File: src/design/wcms_pkg.sv
`timescale 1ns / 1ps
// ----------------------------------------------------------------------------
// wcms_pkg
// Shared constants and types for the windowed channel mean and deviation
// block.
// ----------------------------------------------------------------------------
package wcms_pkg;

    localparam int MAX_CHANNELS_DEF = 64;
    localparam int MAX_WINDOW_DEF   = 256;
    localparam int SAMPLE_BITS_DEF  = 24;

    localparam int SAMPLE_W   = 24;
    localparam int CC_W       = 7;
    localparam int WL_W       = 9;
    localparam int SUM_W      = 32;
    localparam int SQ_W       = 55;
    localparam int CH_OUT_W   = 6;
    localparam int MEAN_W     = 16;
    localparam int DEV_W      = 15;
    localparam int ALU_W      = 64;
    localparam int MEAN_FRAC  = 15;
    localparam int VAR_BITS   = 2 * DEV_W;
    localparam int OUT_TDATA_W = 40;
    localparam int APB_ADDR_W = 3;
    localparam int APB_DATA_W = 32;

    localparam logic [CC_W-1:0] CC_RESET = 7'd64;
    localparam logic [WL_W-1:0] WL_RESET = 9'd64;

    localparam logic REG_CHANNEL_COUNT = 1'b0;
    localparam logic REG_WINDOW_LENGTH = 1'b1;

    localparam logic [MEAN_W-1:0] MEAN_MAX = 16'h7FFF;
    localparam logic [MEAN_W-1:0] MEAN_MIN = 16'h8000;
    localparam logic [DEV_W-1:0]  DEV_MAX  = 15'h7FFF;

    typedef struct packed {
        logic                last;
        logic [CH_OUT_W-1:0] channel;
        logic [SUM_W-1:0]    sum;
        logic [SQ_W-1:0]     sumsq;
    } req_t;

    typedef struct packed {
        logic                last;
        logic [CH_OUT_W-1:0] channel;
        logic [MEAN_W-1:0]   mean;
        logic [DEV_W-1:0]    deviation;
    } res_t;

    typedef struct packed {
        logic             ge;
        logic [ALU_W-1:0] diff;
    } alu_res_t;

endpackage

File: src/design/wcms_alu.sv
`timescale 1ns / 1ps
// ----------------------------------------------------------------------------
// wcms_alu
// Shared compare and subtract unit used by every division and root step.
// ----------------------------------------------------------------------------
module wcms_alu (
    input  logic [wcms_pkg::ALU_W-1:0] a,
    input  logic [wcms_pkg::ALU_W-1:0] b,
    output wcms_pkg::alu_res_t         res
);
    import wcms_pkg::*;

    logic [ALU_W:0] wide;

    assign wide     = {1'b0, a} - {1'b0, b};
    assign res.ge   = ~wide[ALU_W];
    assign res.diff = wide[ALU_W-1:0];

endmodule

File: src/design/wcms_stats.sv
`timescale 1ns / 1ps
// ----------------------------------------------------------------------------
// wcms_stats
// Statistics sequencer: mean by restoring division, variance by restoring
// division and deviation by a bit-pair root, all on one shared subtractor.
// ----------------------------------------------------------------------------
module wcms_stats #(
    parameter int MAX_WINDOW = wcms_pkg::MAX_WINDOW_DEF,
    parameter int NW         = $clog2(MAX_WINDOW + 1)
) (
    input  logic           clk,
    input  logic           rst_n,
    input  logic [NW-1:0]  n,
    input  logic           req_valid,
    output logic           req_ready,
    input  wcms_pkg::req_t req,
    output logic           res_valid,
    input  logic           res_ready,
    output wcms_pkg::res_t res
);
    import wcms_pkg::*;

    localparam logic [3:0] ST_IDLE = 4'd0;
    localparam logic [3:0] ST_MUL  = 4'd1;
    localparam logic [3:0] ST_MCHK = 4'd2;
    localparam logic [3:0] ST_MDIV = 4'd3;
    localparam logic [3:0] ST_NUM  = 4'd4;
    localparam logic [3:0] ST_VCHK = 4'd5;
    localparam logic [3:0] ST_VDIV = 4'd6;
    localparam logic [3:0] ST_ROOT = 4'd7;
    localparam logic [3:0] ST_OUT  = 4'd8;

    localparam int CNT_W = $clog2(VAR_BITS);
    localparam logic [VAR_BITS-1:0] ROOT_START = VAR_BITS'(1) << (VAR_BITS - 2);

    logic [3:0]           state_reg, state_next;
    logic [CNT_W-1:0]     cnt_reg, cnt_next;
    logic [SUM_W-1:0]     abs_reg, abs_next;
    logic                 neg_reg, neg_next;
    logic [SQ_W-1:0]      sumsq_reg, sumsq_next;
    logic [CH_OUT_W-1:0]  ch_reg, ch_next;
    logic                 last_reg, last_next;
    logic [ALU_W-1:0]     p1_reg, p1_next;
    logic [ALU_W-1:0]     p2_reg, p2_next;
    logic [2*NW-1:0]      nn_reg, nn_next;
    logic [ALU_W-1:0]     rem_reg, rem_next;
    logic [ALU_W-1:0]     d_reg, d_next;
    logic [VAR_BITS-1:0]  q_reg, q_next;
    logic [VAR_BITS-1:0]  root_reg, root_next;
    logic [VAR_BITS-1:0]  bit_reg, bit_next;
    logic [MEAN_W-1:0]    mean_reg, mean_next;
    logic [DEV_W-1:0]     dev_reg, dev_next;

    logic [ALU_W-1:0]     alu_a, alu_b;
    alu_res_t             alu_out;
    logic [SQ_W+NW-1:0]   prod_ns;
    logic [ALU_W-1:0]     prod_ss;
    logic [2*NW-1:0]      prod_nn;
    logic [VAR_BITS-1:0]  q_shift;
    logic [VAR_BITS-1:0]  trial;
    logic [VAR_BITS-1:0]  root_step;
    logic [MEAN_W-1:0]    q_mean;

    wcms_alu u_alu (
        .a   (alu_a),
        .b   (alu_b),
        .res (alu_out)
    );

    assign prod_ns   = sumsq_reg * n;
    assign prod_ss   = abs_reg * abs_reg;
    assign prod_nn   = n * n;
    assign q_shift   = {q_reg[VAR_BITS-2:0], alu_out.ge};
    assign trial     = root_reg + bit_reg;
    assign root_step = alu_out.ge ? ((root_reg >> 1) + bit_reg) : (root_reg >> 1);
    assign q_mean    = MEAN_W'(q_shift);

    assign req_ready     = (state_reg == ST_IDLE);
    assign res_valid     = (state_reg == ST_OUT);
    assign res.last      = last_reg;
    assign res.channel   = ch_reg;
    assign res.mean      = mean_reg;
    assign res.deviation = dev_reg;

    always_comb
    begin
        state_next = state_reg;
        cnt_next   = cnt_reg;
        abs_next   = abs_reg;
        neg_next   = neg_reg;
        sumsq_next = sumsq_reg;
        ch_next    = ch_reg;
        last_next  = last_reg;
        p1_next    = p1_reg;
        p2_next    = p2_reg;
        nn_next    = nn_reg;
        rem_next   = rem_reg;
        d_next     = d_reg;
        q_next     = q_reg;
        root_next  = root_reg;
        bit_next   = bit_reg;
        mean_next  = mean_reg;
        dev_next   = dev_reg;
        alu_a      = '0;
        alu_b      = '0;
        unique case (state_reg)
            ST_IDLE:
            begin
                if (req_valid)
                begin
                    neg_next   = req.sum[SUM_W-1];
                    abs_next   = req.sum[SUM_W-1] ? (~req.sum + SUM_W'(1)) : req.sum;
                    sumsq_next = req.sumsq;
                    ch_next    = req.channel;
                    last_next  = req.last;
                    state_next = ST_MUL;
                end
            end
            ST_MUL:
            begin
                p1_next    = ALU_W'(prod_ns);
                p2_next    = prod_ss;
                nn_next    = prod_nn;
                state_next = ST_MCHK;
            end
            ST_MCHK:
            begin
                alu_a = ALU_W'(abs_reg);
                alu_b = ALU_W'(n) << MEAN_FRAC;
                if (alu_out.ge)
                begin
                    mean_next  = neg_reg ? MEAN_MIN : MEAN_MAX;
                    state_next = ST_NUM;
                end
                else
                begin
                    rem_next   = ALU_W'(abs_reg);
                    d_next     = ALU_W'(n) << (MEAN_FRAC - 1);
                    q_next     = '0;
                    cnt_next   = CNT_W'(MEAN_FRAC - 1);
                    state_next = ST_MDIV;
                end
            end
            ST_MDIV:
            begin
                alu_a  = rem_reg;
                alu_b  = d_reg;
                q_next = q_shift;
                d_next = d_reg >> 1;
                if (alu_out.ge)
                begin
                    rem_next = alu_out.diff;
                end
                cnt_next = cnt_reg - CNT_W'(1);
                if (cnt_reg == '0)
                begin
                    mean_next  = neg_reg ? (~q_mean + MEAN_W'(1)) : q_mean;
                    state_next = ST_NUM;
                end
            end
            ST_NUM:
            begin
                alu_a      = p1_reg;
                alu_b      = p2_reg;
                rem_next   = alu_out.diff;
                state_next = ST_VCHK;
            end
            ST_VCHK:
            begin
                alu_a = rem_reg;
                alu_b = ALU_W'(nn_reg) << VAR_BITS;
                if (rem_reg[ALU_W-1])
                begin
                    dev_next   = '0;
                    state_next = ST_OUT;
                end
                else if (alu_out.ge)
                begin
                    dev_next   = DEV_MAX;
                    state_next = ST_OUT;
                end
                else
                begin
                    d_next     = ALU_W'(nn_reg) << (VAR_BITS - 1);
                    q_next     = '0;
                    cnt_next   = CNT_W'(VAR_BITS - 1);
                    state_next = ST_VDIV;
                end
            end
            ST_VDIV:
            begin
                alu_a  = rem_reg;
                alu_b  = d_reg;
                q_next = q_shift;
                d_next = d_reg >> 1;
                if (alu_out.ge)
                begin
                    rem_next = alu_out.diff;
                end
                cnt_next = cnt_reg - CNT_W'(1);
                if (cnt_reg == '0)
                begin
                    rem_next   = ALU_W'(q_shift);
                    root_next  = '0;
                    bit_next   = ROOT_START;
                    cnt_next   = CNT_W'(DEV_W - 1);
                    state_next = ST_ROOT;
                end
            end
            ST_ROOT:
            begin
                alu_a     = rem_reg;
                alu_b     = ALU_W'(trial);
                root_next = root_step;
                bit_next  = bit_reg >> 2;
                if (alu_out.ge)
                begin
                    rem_next = alu_out.diff;
                end
                cnt_next = cnt_reg - CNT_W'(1);
                if (cnt_reg == '0)
                begin
                    dev_next   = DEV_W'(root_step);
                    state_next = ST_OUT;
                end
            end
            ST_OUT:
            begin
                if (res_ready)
                begin
                    state_next = ST_IDLE;
                end
            end
            default:
            begin
                state_next = ST_IDLE;
            end
        endcase
    end

    always_ff @(posedge clk or negedge rst_n)
    begin
        if (!rst_n)
        begin
            state_reg <= ST_IDLE;
            cnt_reg   <= '0;
        end
        else
        begin
            state_reg <= state_next;
            cnt_reg   <= cnt_next;
        end
    end

    always_ff @(posedge clk)
    begin
        abs_reg   <= abs_next;
        neg_reg   <= neg_next;
        sumsq_reg <= sumsq_next;
        ch_reg    <= ch_next;
        last_reg  <= last_next;
        p1_reg    <= p1_next;
        p2_reg    <= p2_next;
        nn_reg    <= nn_next;
        rem_reg   <= rem_next;
        d_reg     <= d_next;
        q_reg     <= q_next;
        root_reg  <= root_next;
        bit_reg   <= bit_next;
        mean_reg  <= mean_next;
        dev_reg   <= dev_next;
    end

endmodule

File: config.mk
export PLATFORM = sky130hd
export DESIGN_NAME = wcms_stats
export DESIGN_NICKNAME = d
export VERILOG_FILES = /design/src/design/wcms_pkg.sv /design/src/design/wcms_alu.sv /design/src/design/wcms_stats.sv
export SDC_FILE = /design/constraint.sdc
export NUM_CORES = 2
export LEC_CHECK = 0
export ABC_AREA = 1
export ABC_CLOCK_PERIOD_IN_PS = 9250
export BUFFER_PORTS_ARGS = -buffer_cell sky130_fd_sc_hd__buf_2
export CAP_MARGIN = 30
export CELL_PAD_IN_SITES_DETAIL_PLACEMENT = 1
export CELL_PAD_IN_SITES_GLOBAL_PLACEMENT = 2
export CORE_UTILIZATION = 40
export CTS_CLUSTER_SIZE = 10
export DETAILED_ROUTE_END_ITERATION = 12
export PLACE_DENSITY = 0.87
export SYNTH_ARGS = -nofsm -noshare
export SYNTH_HDL_FRONTEND = slang
export SYNTH_SLANG_ARGS = --single-unit
File: constraint.sdc
create_clock -name clk -period 9.25 [get_ports clk]
set_input_delay 1.85 -clock clk [delete_from_list [all_inputs] [get_ports clk]]
set_output_delay 1.85 -clock clk [all_outputs]
set_load 0.1 [all_outputs]
==> results_dict.tcl <==
set metrics [dict create \
    skew_ns 0.0423 \
    cts_made_buffers 67 \
    drtAntennaViolNets 0 \
    vias_per_cell 5.19 \
    cp_common_cell "fa_1" \
    grt_pass1_vias 69054 \
    coreArea_um2 188000 \
    critPathMaxStageDelay_ns 1.05 \
    first_iter_violations 3908 \
    worst_pin_slew_ns 1.06 \
    cpMaxStageDelayCell "edfxtp_1" \
    startpoint_type "register" \
    ys_seq_elements 464 \
    maxCapViolCount 0 \
    synth-seq-area-share_pct 18.4 \
    instances_no_fill 11981 \
    postSynthCellCount 9426 \
    io_buffers 146 \
    cts_sinks 464 \
    regToRegSetupSlack_ns 0.73 \
    clk_latency_ns 0.71 \
    die_h_um 437 \
    die_w_um 437 \
    setup_violations 0 \
    netlist_area_um2 75700 \
    final.min_clock_period_ns 8.52 \
    syn_avg_cell_area_um2 8.03 \
    drcViolationCount 28 \
    io_pins 147 \
    grt_pass1_wl_um 410000 \
    synth.most_common_cell "inv_1" \
    timing.fmax_ghz 0.117 \
    min-delay-path-class "register to register" \
    finalCritPeriodShare_pct 92.1 \
    htreeDepth 3 \
    synth_ff_type "edfxtp_1" \
    grt_max_degree 74 \
    cp-end-kind "register" \
    synth_area_leaders "fa_1, edfxtp_1, inv_1" \
    initial_core_util_pct 40.3 \
    critPathKind "register to register" \
    dp_hpwl_um 221000 \
    yosys.area.top_type "fa_1" \
    crit_arrival_ns 8.94 \
    synth_edf_count 455 \
    crit_fanout 15 \
    dp.cells 11862 \
    failed_checks "DRC" \
    min_path_cells 2 \
    ctsResizeCount 0 \
    yosys-top-cells-count "inv_1, nand2_1, fa_1" \
    async_flop_share_pct 1.94 \
    drt_wl_total_um 265000 \
    area_growth_syn_to_layout_pct 7.73 \
    status "finished, violations left" \
    cts_setup_buffers 0 \
    cts_tree "yes" \
    fin_tns_setup_ns 0 \
    syn-num-nets 11248 \
    wire_per_inst_um 22.1 \
    slew_headroom_pct 29.4 \
    clock-root-buffer "clkbuf_16" \
    dr.pass1.iters 10 \
    rsz0062_at_grt "false" \
    finalHoldViolations 0 \
    ys.warnings.count 0 \
    dieArea_um2 191000 \
    drv_slew 0 \
    fin_nets 11260 \
    rr_worst_depth 23 \
    vias 62206 \
    gp_congestion 0.976 \
    track_usage_pct 28.1 \
    drive_gt1_share_pct 4.55 \
    reg2reg_from "abs_reg[22]$_DFFE_PP_" \
    num_rows 159 \
    hold_path_end "cnt_reg[4]$_DFFE_PN0P_" \
    yosys.area.top_type_share_pct 31.8 \
    path_clk_slew_ns 0.07 \
    cts_hold_buf 0 \
    antenna_found_initial 4 \
    cp.required_ns 9.68 \
    hold_start "cnt_reg[4]$_DFFE_PN0P_" \
    grt.overflow.total 0 \
    clockBufferDepth 3 \
    timing.rr.end "p2_reg[47]$_DFFE_PP_" \
    crit_chain "buf_4 -> nand2_1 -> inv_1 -> fa_1 -> inv_1 -> fa_1 -> fa_1 -> fa_1 -> inv_1 -> fa_1 -> fa_1 -> fa_1 -> inv_1 -> fa_1 -> inv_1 -> ha_1 -> nand2_1 -> o21ai_0 -> a21oi_1 -> o21bai_1 -> a21oi_1 -> nand2_1 -> xor2_1" \
    synth_cell_types 58 \
]
[per-layer routing]
| metal | vias up | part of all wire, % | GRT usage, % |
|---|---|---|---|
| li1 | 28346 | - | - |
| met1 | 32059 | 43 | 36.7 |
| met2 | 1422 | 49 | 48.7 |
| met3 | 379 | 4.1 | 2.82 |
| met4 | 0 | 3.3 | 8.63 |
| met5 | - | 0 | 0 |
[area by class of cell]
class                      instances  area [um^2]
timing repair buffer             264         1800
inverter                        2478         9310
fill                           22841       106000
tap                             2495         3120
clock inverter                    31          352
antenna                            1         2.50
multi-input combinational       6163        51200
sequential                       464        13900
clock buffer                      85         1790
[cell usage in the layout, fill, tap and decap left out, types with 7 or more instances in the layout]
cell type	Yosys	layout
a211oi_1	8	8
a21boi_0	9	9
a21o_1	29	29
a21oi_1	398	398
a221oi_1	13	13
a22oi_1	18	18
a31oi_1	44	42
a32o_1	17	17
buf_12	0	8
buf_2	11	146
buf_4	8	106
clkbuf_1	247	15
clkbuf_16	0	68
clkinv_1	3	11
dfrtp_1	9	9
edfxtp_1	455	455
fa_1	1201	1201
ha_1	514	514
inv_1	2465	2464
inv_2	9	9
nand2_1	2121	2119
nand3_1	213	213
nand3b_1	7	7
nand4_1	52	52
nor2_1	655	651
nor2_2	15	15
nor3_1	55	54
nor4_1	12	12
o211ai_1	22	22
o21a_1	15	15
o21ai_0	331	330
o21ai_1	9	10
o21bai_1	59	59
o221ai_1	9	9
o22ai_1	17	17
o31ai_1	7	7
or2_2	20	20
xnor2_1	82	82
xor2_1	165	165
[worst max-delay path by stage]
stage,slack (ns),end,cells after the start,startpoint
after CTS,0.82,p2_reg[47]$_DFFE_PP_,23,abs_reg[22]$_DFFE_PP_
after global placement,0.85,p2_reg[47]$_DFFE_PP_,25,abs_reg[6]$_DFFE_PP_
after detailed placement,0.86,p2_reg[47]$_DFFE_PP_,23,abs_reg[22]$_DFFE_PP_
after floorplan,2.30,p2_reg[56]$_DFFE_PP_,27,abs_reg[2]$_DFFE_PP_
after global routing,0.56,p2_reg[47]$_DFFE_PP_,23,abs_reg[22]$_DFFE_PP_
final,0.73,p2_reg[47]$_DFFE_PP_,23,abs_reg[22]$_DFFE_PP_
[through the flow]
| stage | hold WS, ns | utilization, % | setup WS (ns) | area, um^2 |
|---|---|---|---|---|
| global placement | 0.459 | 42.2 | 0.855 | 79200 |
| finish | 0.482 | 43.4 | 0.732 | 81500 |
| floorplan | 0.442 | - | 2.30 | 75700 |
| detailed placement | 0.473 | 42.2 | 0.865 | 79300 |
| CTS | 0.487 | 43.4 | 0.816 | 81400 |
| global route | 0.543 | 43.4 | 0.565 | 81500 |
[cell families (layout without fill, tap and decap cells)]
family          after synthesis  count (layout)  synth area share, %
fa+ha+maj                  1715            1715                 40.3
xor+xnor                    247             247                 2.86
other cells                   0               1                    0
buf+inv                    2799            2858                 14.0
flops                       464             464                 18.4
simple gates               3173            3173                 16.7
compound gates             1028            1028                 7.80
[worst max-delay path, delay by kind of cell (launching register included)]
| family | cells | cell delay [ns] |
|---|---|---|
| AO/OA/AOI/OAI | 4 | 1.14 |
| XOR/XNOR | 1 | 0.46 |
| adder cells (fa/ha/maj) | 9 | 4.28 |
| buffers and inverters | 6 | 0.79 |
| AND/OR/NAND/NOR | 3 | 0.46 |
| flip-flops | 1 | 1.05 |
Power is not shown: default switching activity piles up to over one toggle a cycle in this logic, so the estimate is an artifact.
